`config.mk`:
```
export PLATFORM = sky130hd
export DESIGN_NAME = swm_cell
export DESIGN_NICKNAME = d
export VERILOG_FILES = /design/src/rtl/swm_pkg.sv /design/src/rtl/swm_cell.sv
export SDC_FILE = /design/constraint.sdc
export NUM_CORES = 1
export LEC_CHECK = 0
export ABC_AREA = 1
export BUFFER_PORTS_ARGS = -buffer_cell sky130_fd_sc_hd__clkbuf_2
export CORE_UTILIZATION = 49
export DETAILED_ROUTE_END_ITERATION = 8
export PLACE_DENSITY = 0.82
export SETUP_SLACK_MARGIN = 0.4
export SYNTH_ARGS = -nofsm -noshare
export SYNTH_HDL_FRONTEND = slang
export SYNTH_SLANG_ARGS = --single-unit
```
`constraint.sdc`:
```
create_clock -name clk -period 3.8 [get_ports clk]
set_clock_uncertainty 0.15 [all_clocks]
set_input_delay 0.76 -clock clk [delete_from_list [all_inputs] [get_ports clk]]
set_output_delay 0.76 -clock clk [all_outputs]
set_load 0.05 [all_outputs]
```
`src/rtl/swm_pkg.sv`:
```
package swm_pkg;

  localparam int DATA_W         = 32;
  localparam int CFG_W          = 7;
  localparam int WINDOW_MAX_DEF = 64;

  // Control that every cell in the chain sees in the same cycle.
  typedef struct packed {
    logic push;   // a word is taken this cycle
    logic clear;  // the word starts a new sequence
    logic drop;   // the front entry leaves, so every cell takes its neighbor's entry
  } swm_ctrl_t;

endpackage

```
`src/rtl/swm_cell.sv`:
```
module swm_cell #(
  parameter int PW = 7
) (
  input  logic                              clk,
  input  logic                              rst,
  input  swm_pkg::swm_ctrl_t                ctrl,
  input  logic signed [swm_pkg::DATA_W-1:0] x,
  input  logic [PW-1:0]                     sp_new,
  input  logic                              prev_keep,
  input  logic                              next_mid_v,
  input  logic signed [swm_pkg::DATA_W-1:0] next_mid_val,
  input  logic [PW-1:0]                     next_mid_pos,
  output logic                              keep,
  output logic                              mid_v,
  output logic signed [swm_pkg::DATA_W-1:0] mid_val,
  output logic [PW-1:0]                     mid_pos,
  output logic                              held_v,
  output logic [PW-1:0]                     held_pos
);

  logic                              v;
  logic signed [swm_pkg::DATA_W-1:0] val;
  logic [PW-1:0]                     pos;
  logic                              ins;

  // Entries hold non-rising values from front to back, so the kept entries
  // form a prefix and the new sample lands in the first cell that is not kept.
  assign keep    = v && !ctrl.clear && !(ctrl.push && (val < x));
  assign ins     = ctrl.push && !keep && prev_keep;
  assign mid_v   = keep || ins;
  assign mid_val = keep ? val : x;
  assign mid_pos = keep ? pos : sp_new;

  assign held_v   = v;
  assign held_pos = pos;

  always_ff @(posedge clk) begin
    if (rst) begin
      v <= 1'b0;
    end else if (ctrl.drop) begin
      v <= next_mid_v;
    end else begin
      v <= mid_v;
    end
  end

  always_ff @(posedge clk) begin
    if (ctrl.drop) begin
      val <= next_mid_val;
      pos <= next_mid_pos;
    end else begin
      val <= mid_val;
      pos <= mid_pos;
    end
  end

endmodule

```
==> results of run 1 <==
[cells by family (layout without fill, tap and decap cells)]
logic type / Yosys count / after routing / share of synthesized area, %
buffers and inverters: 110 / 283 / 14.9
flip-flops: 40 / 40 / 24.4
AND/OR/NAND/NOR: 291 / 291 / 46.2
adder cells (fa/ha/maj): 31 / 31 / 11.8
AO/OA/AOI/OAI: 18 / 18 / 2.74
[per-stage QoR]
stage	hold slack [ns]	cells	TNS [ns]	instance area [um2]	worst slack, ns
after floorplan	0.397	490	0	3330	0.412
after global placement	0.417	708	0	4220	0.0800
after detailed placement	0.426	708	0	4220	0.0293
after CTS	0.446	724	0	5210	0.157
after global routing	0.501	740	-5.08	5980	-0.174
final	0.490	740	0	5980	0.00530
[timing repair]
action / CTS / global route
pin swaps: 23 / 46
resized for setup: 160 / 165
buffers inserted: 6 / 10
endpoints found under the setup margin: 41 / 41
gates cloned: 3 / 6
[flip-flops by register name, summed over array words and instances, names as in the netlist]
name,flops
held_v,1
held_pos,7
val,32
[worst paths after layout]
path	cells past startpoint	end	slack, ns	startpoint
max	16	mid_val[19]	0.005	x[17]
min	3	val[24]	0.49	next_mid_val[24]
max reg2reg	20	val[4]	1.11	val[1]
min reg2reg	4	val[24]	0.49	val[24]
[cell type report]
class | count | area (um2) | area share, %
timing repair buffer | 186 | 1900 | 31.8
inverter | 90 | 363 | 6.06
tap | 77 | 96.3 | 1.61
clock buffer | 7 | 96.3 | 1.61
sequential | 40 | 801 | 13.4
multi-input combinational | 340 | 2720 | 45.5
[power by group through the flow]
stage | Clock, mW | Sequential [mW] | Combinational, mW
final | 0.330 | 0.499 | 1.05
after global routing | 0.341 | 0.500 | 1.09
after CTS | 0.319 | 0.484 | 0.806
after detailed placement | 0 | 0.491 | 0.610
after global placement | 0 | 0.489 | 0.597
after floorplan | 0 | 0.514 | 0.427
[metal layers]
| metal | GRT usage [%] | vias up | share of wire (%) |
|---|---|---|---|
| met4 | 13.6 | 0 | 8.4 |
| met2 | 56.1 | 375 | 50 |
| met3 | 4.75 | 154 | 8.6 |
| met5 | 0 | - | 0 |
| li1 | - | 1856 | - |
| met1 | 33.2 | 2092 | 33 |
[synth_stat cells]
cell type	count
nand2_4	21
o21ai_1	2
nor3_1	1
nand3_1	73
clkbuf_1	7
nand4_1	1
inv_1	89
buf_12	3
nor3_2	1
buf_2	4
inv_2	1
buf_1	3
o21ai_0	2
a21oi_1	14
nand2_1	131
and2_1	39
buf_6	3
nor2_1	13
ha_1	31
dfxtp_1	40
nand3_2	11
[critical path, delay by kind of cell]
| family | cells | cell delay (ns) |
|---|---|---|
| AOI/OAI and AO/OA | 3 | 0.42 |
| adders and majority gates | 1 | 0.23 |
| buffers and inverters | 4 | 0.57 |
| and+or+nand+nor | 8 | 0.89 |
==> impl_metrics.csv, run 1 <==
group,metric,value,unit
clocking,cts_tree,"built",
worst_setup_path,crit_type,"in -> out",
worst_hold_path,min_path_type,"in -> reg",
clocking,insertion_delay,0.31,ns
clocking,ctsHtreeMaxLevel,2,
run,cap_violations,0,
sta,hold_viol,0,
worst_setup_path,path_cells,"clkbuf_2 > inv_2 > ha_4 > a21oi_2 > o21ai_1 > nand2_1 > nand3_2 > a21oi_4 > nand2_2 > nand2_2 > nand3_4 > nand2_8 > clkbuf_16 > nand2_1 > and2_4 > buf_8",
drt,drt_iter0_drc,310,
sta,grt_setup_unrepaired,"true",
logic_synthesis,synth.area.top_cells,"dfxtp_1, nand2_1, ha_1",
final_layout,num_antenna_cells,0,
global_routing,grt_pass1_wl,16900,um
power,power.density,313,mW/mm2
final_layout,mostFrequentLayoutCell,"nand2_1",
place,portBuffers,133,
logic_synthesis,yosysSeqAreaShare,24.4,%
logic_synthesis,synth_largest_area_cell,"dfxtp_1",
clocking,hold_buffers,0,
clocking,clockBufferDepth,2,
power,vdd_drop_max,230,uV
floorplan,die_area,0.00704,mm2
logic_synthesis,synthesis.area,0.00329,mm2
drt,vias_per_cell,6.05,
floorplan,ioPinCount,134,
power,combinationalPowerShare,55.8,%
global_routing,grt_pass1_vias,3773,
sta,timing.fmax,264,MHz
worst_setup_path,critPathMaxFanout,8,
clocking,cts_made_buffers,5,
floorplan,core_area,0.00642,mm2
logic_synthesis,yosys_warnings,0,
place,gp_congestion,0.829,
global_routing,grt_max_degree,41,
status,violations,"DRC",
power,power_switching,0.783,mW
worst_setup_path,slowest_stage,"ha_4",
drt,wl_per_cell,21.6,um
global_routing,antenna_found_initial,0,
drt,firstDrtPassIters,8,
clocking,cts_root_buffer,"clkbuf_8",
global_routing,grt_overflow_total,0,
global_routing,track_usage,30.1,%
sta,min_period_over_period,99.9,%
power,leakagePower,3.13,nW
final_layout,fin_util,93.2,%
worst_setup_path,cpPeakStageDelay,0.23,ns
floorplan,die_x,83.9,um
logic_synthesis,synth_cell_types,21,
final_layout,syn2layout_area_growth,82.1,%
sta,tightest_slew,0.575,ns
power,p_total,1.87,mW
sta,setup_violations,0,
logic_synthesis,yosysTopAreaCellShare,24.4,%
worst_setup_path,startpoint_type,"primary input",
power,intPower,1.09,mW
worst_setup_path,cp.required,2.89,ns
drt,wirelength,16000,um
power,p_sw_share,41.7,%
floorplan,num_rows,29,
worst_setup_path,critPathArrivalTime,2.88,ns
logic_synthesis,netlist_instances,490,
final_layout,final_nets,779,
final_layout,filler_cell_count,200,
floorplan,die_h,83.9,um
sta,fin_crit,3.79,ns
clocking,clk_pin_slew_worst_paths,0.09,ns
power,pwr-share-seq,26.6,%
floorplan,initial_utilization,51.2,%
drt,drcViolationCount,10,
final_layout,drive_gt1_share,56.7,%
final_layout,layout_common_cells,"nand2_1, clkbuf_2, inv_1, nand3_1, dfxtp_1",
drt,ant_nets,0,
logic_synthesis,synth_area_per_cell,6.71,um2
logic_synthesis,synth_nets,606,
status,run_status,"complete, but fails checks",
drt,vias,4477,
sta,relSlewSlack,61.5,%
power,p_clk_share,17.6,%
worst_setup_path,endpoint_kind,"primary output",
sta,slew_viol_final,0,
clocking,cts.sinks,40,
logic_synthesis,synth-seq-cells,40,
place,dp_hpwl,6290,um
No activity file was read; power rests on OpenSTA's default activity.
==> run 2, diff against run 1 <==
--- a/config.mk
+++ b/config.mk
@@ -7,6 +7,7 @@
 export LEC_CHECK = 0
 export ABC_AREA = 1
 export BUFFER_PORTS_ARGS = -buffer_cell sky130_fd_sc_hd__clkbuf_2
+export CAP_MARGIN = 20
 export CORE_UTILIZATION = 49
 export DETAILED_ROUTE_END_ITERATION = 8
 export PLACE_DENSITY = 0.82
==> constraint.sdc (replaced) <==
create_clock -name clk -period 4.1 [get_ports clk]
set_clock_uncertainty 0.15 [all_clocks]
set_input_delay 0.82 -clock clk [delete_from_list [all_inputs] [get_ports clk]]
set_output_delay 0.82 -clock clk [all_outputs]
set_load 0.05 [all_outputs]
==> impl_metrics.csv, run 2 (synthesis results as in run 1) <==
group,metric,value,unit
worst_setup_path,cp.required,3.13,ns
worst_hold_path,hold_start,"held_pos[5]",
drt,vias_per_cell,5.46,
drt,wirelength,12500,um
drt,ant_nets,0,
clocking,cts_made_buffers,5,
drt,drt_iter0_drc,198,
global_routing,grt_pass1_vias,3751,
place,gp_congestion,0.800,
sta,fin_setup_tns,0,ns
worst_setup_path,critPathArrivalTime,2.98,ns
sta,fin_crit,3.95,ns
sta,relSlewSlack,44.1,%
sta,min_period_over_period,96.5,%
final_layout,regMostFlops,"val",
worst_setup_path,cpPeakStageDelay,0.22,ns
final_layout,syn2layout_area_growth,73.3,%
final_layout,layout_common_cells,"nand2_1, clkbuf_2, nand3_1, inv_1, dfxtp_1",
floorplan,die_h,83.9,um
status,violations,"DRC",
place,dp_hpwl,6190,um
global_routing,grt_overflow_total,0,
drt,drcViolationCount,10,
clocking,cts_tree,"built",
drt,firstDrtPassIters,7,
power,power.density,279,mW/mm2
floorplan,num_rows,29,
floorplan,core_area,0.00642,mm2
final_layout,num_antenna_cells,0,
clocking,insertion_delay,0.30,ns
global_routing,antenna_found_initial,0,
floorplan,initial_utilization,51.2,%
sta,setup_violations,0,
floorplan,die_x,83.9,um
clocking,cts.sinks,40,
worst_setup_path,crit_top_cell,"nand2_2",
worst_setup_path,path_cells,"clkbuf_2 > inv_2 > ha_4 > a21oi_1 > o21ai_0 > nand2_1 > nand3_1 > a21oi_4 > nand2_2 > nand2_2 > nand3_4 > nand2_8 > buf_12 > buf_6 > nand2_2 > and2_4 > clkbuf_16",
worst_setup_path,reg2reg_from,"val[27]",
sta,hold_ws,0.453,ns
final_layout,mostFrequentLayoutCell,"nand2_1",
worst_setup_path,startpoint,"x[27]",
sta,tightest_slew,0.838,ns
floorplan,die_area,0.00704,mm2
final_layout,final_nets,763,
clocking,clockBufferDepth,2,
power,leakagePower,3.05,nW
global_routing,track_usage,29.9,%
final_layout,drive_gt1_share,51.0,%
worst_setup_path,crit_type,"in -> out",
global_routing,grt_max_degree,41,
status,run_status,"complete, but fails checks",
sta,hold_viol,0,
global_routing,grt_pass1_wl,16800,um
clocking,cts_root_buffer,"clkbuf_8",
run,cap_violations,0,
drt,wl_per_cell,17.2,um
worst_setup_path,endpoint_kind,"primary output",
power,vdd_drop_max,195,uV
worst_setup_path,startpoint_type,"primary input",
floorplan,ioPinCount,134,
clocking,clk_pin_slew_worst_paths,0.08,ns
worst_setup_path,critPathMaxFanout,6,
final_layout,largest_register_ffs,32,
worst_setup_path,slowest_stage,"ha_4",
sta,grt_setup_unrepaired,"true",
place,portBuffers,133,
sta,timing.fmax,253,MHz
worst_hold_path,min_path_type,"reg -> reg",
sta,slew_viol_final,0,
drt,vias,3952,
clocking,hold_buffers,0,
clocking,ctsHtreeMaxLevel,2,
==> run 2: changes by cell type in the layout (fill, tap and decap cells not counted), sizes merged <==
cell / change
buf: -40
clkbuf: +23
clkinv: +1
==> run 2: stage by stage <==
step | setup slack (ns) | area [um2] | std cells | power [mW] | utilization, %
2_1_floorplan | 0.477 | 3290 | 490 | 0.864 | -
3_3_place_gp | 0.208 | 4010 | 689 | 0.982 | 62.4
3_5_place_dp | 0.146 | 4010 | 689 | 0.995 | 62.4
4_1_cts | 0.288 | 5330 | 711 | 1.47 | 82.9
5_1_grt | 0.0760 | 5690 | 724 | 1.65 | 88.7
6_report | 0.145 | 5690 | 724 | 1.59 | 88.7
==> run 2: layout make-up <==
class,instances,area (um2)
Tap cell,77,96.3
Inverter,90,340
Clock inverter,1,5.00
Timing Repair Buffer,170,1830
Clock buffer,6,72.6
Sequential cell,40,801
Fill cell,293,728
Multi-Input combinational cell,340,2550
==> run 2: repair_timing <==
| action | CTS | global route |
|---|---|---|
| buffers inserted | 12 | 12 |
| gates resized for setup | 203 | 62 |
| cloned | 3 | 1 |
| hold endpoints to repair | 0 | 0 |
| endpoints found under the setup margin | 40 | 41 |
| pin swaps | 29 | 16 |
==> run 2: critical path, delay by kind of cell <==
kind	cells	cell delay, ns
adders and majority gates	1	0.22
and+or+nand+nor	8	0.86
buffers and inverters	5	0.57
AOI/OAI and AO/OA	3	0.49
==> run 2: where the power goes <==
part	switching, mW	internal (mW)	total, mW
logic	0.469	0.404	0.873
registers	0.0321	0.427	0.459
clock network	0.142	0.116	0.258
total	0.643	0.946	1.59
==> run 2: worst paths after layout <==
kind         slack (ns)          end  depth (start not counted)
max                0.15  mid_val[16]                         17
min                0.45  held_pos[5]                          4
max reg2reg        1.36       val[7]                         17
min reg2reg        0.45  held_pos[5]                          4
==> run 2: per-layer routing <==
layer	GRT usage (%)	up-vias	share of wire, %
met3	4.75	52	5.4
li1	-	1824	-
met1	31.0	1862	36
met4	11.6	0	4.3
met2	58.9	214	55
met5	0	-	0
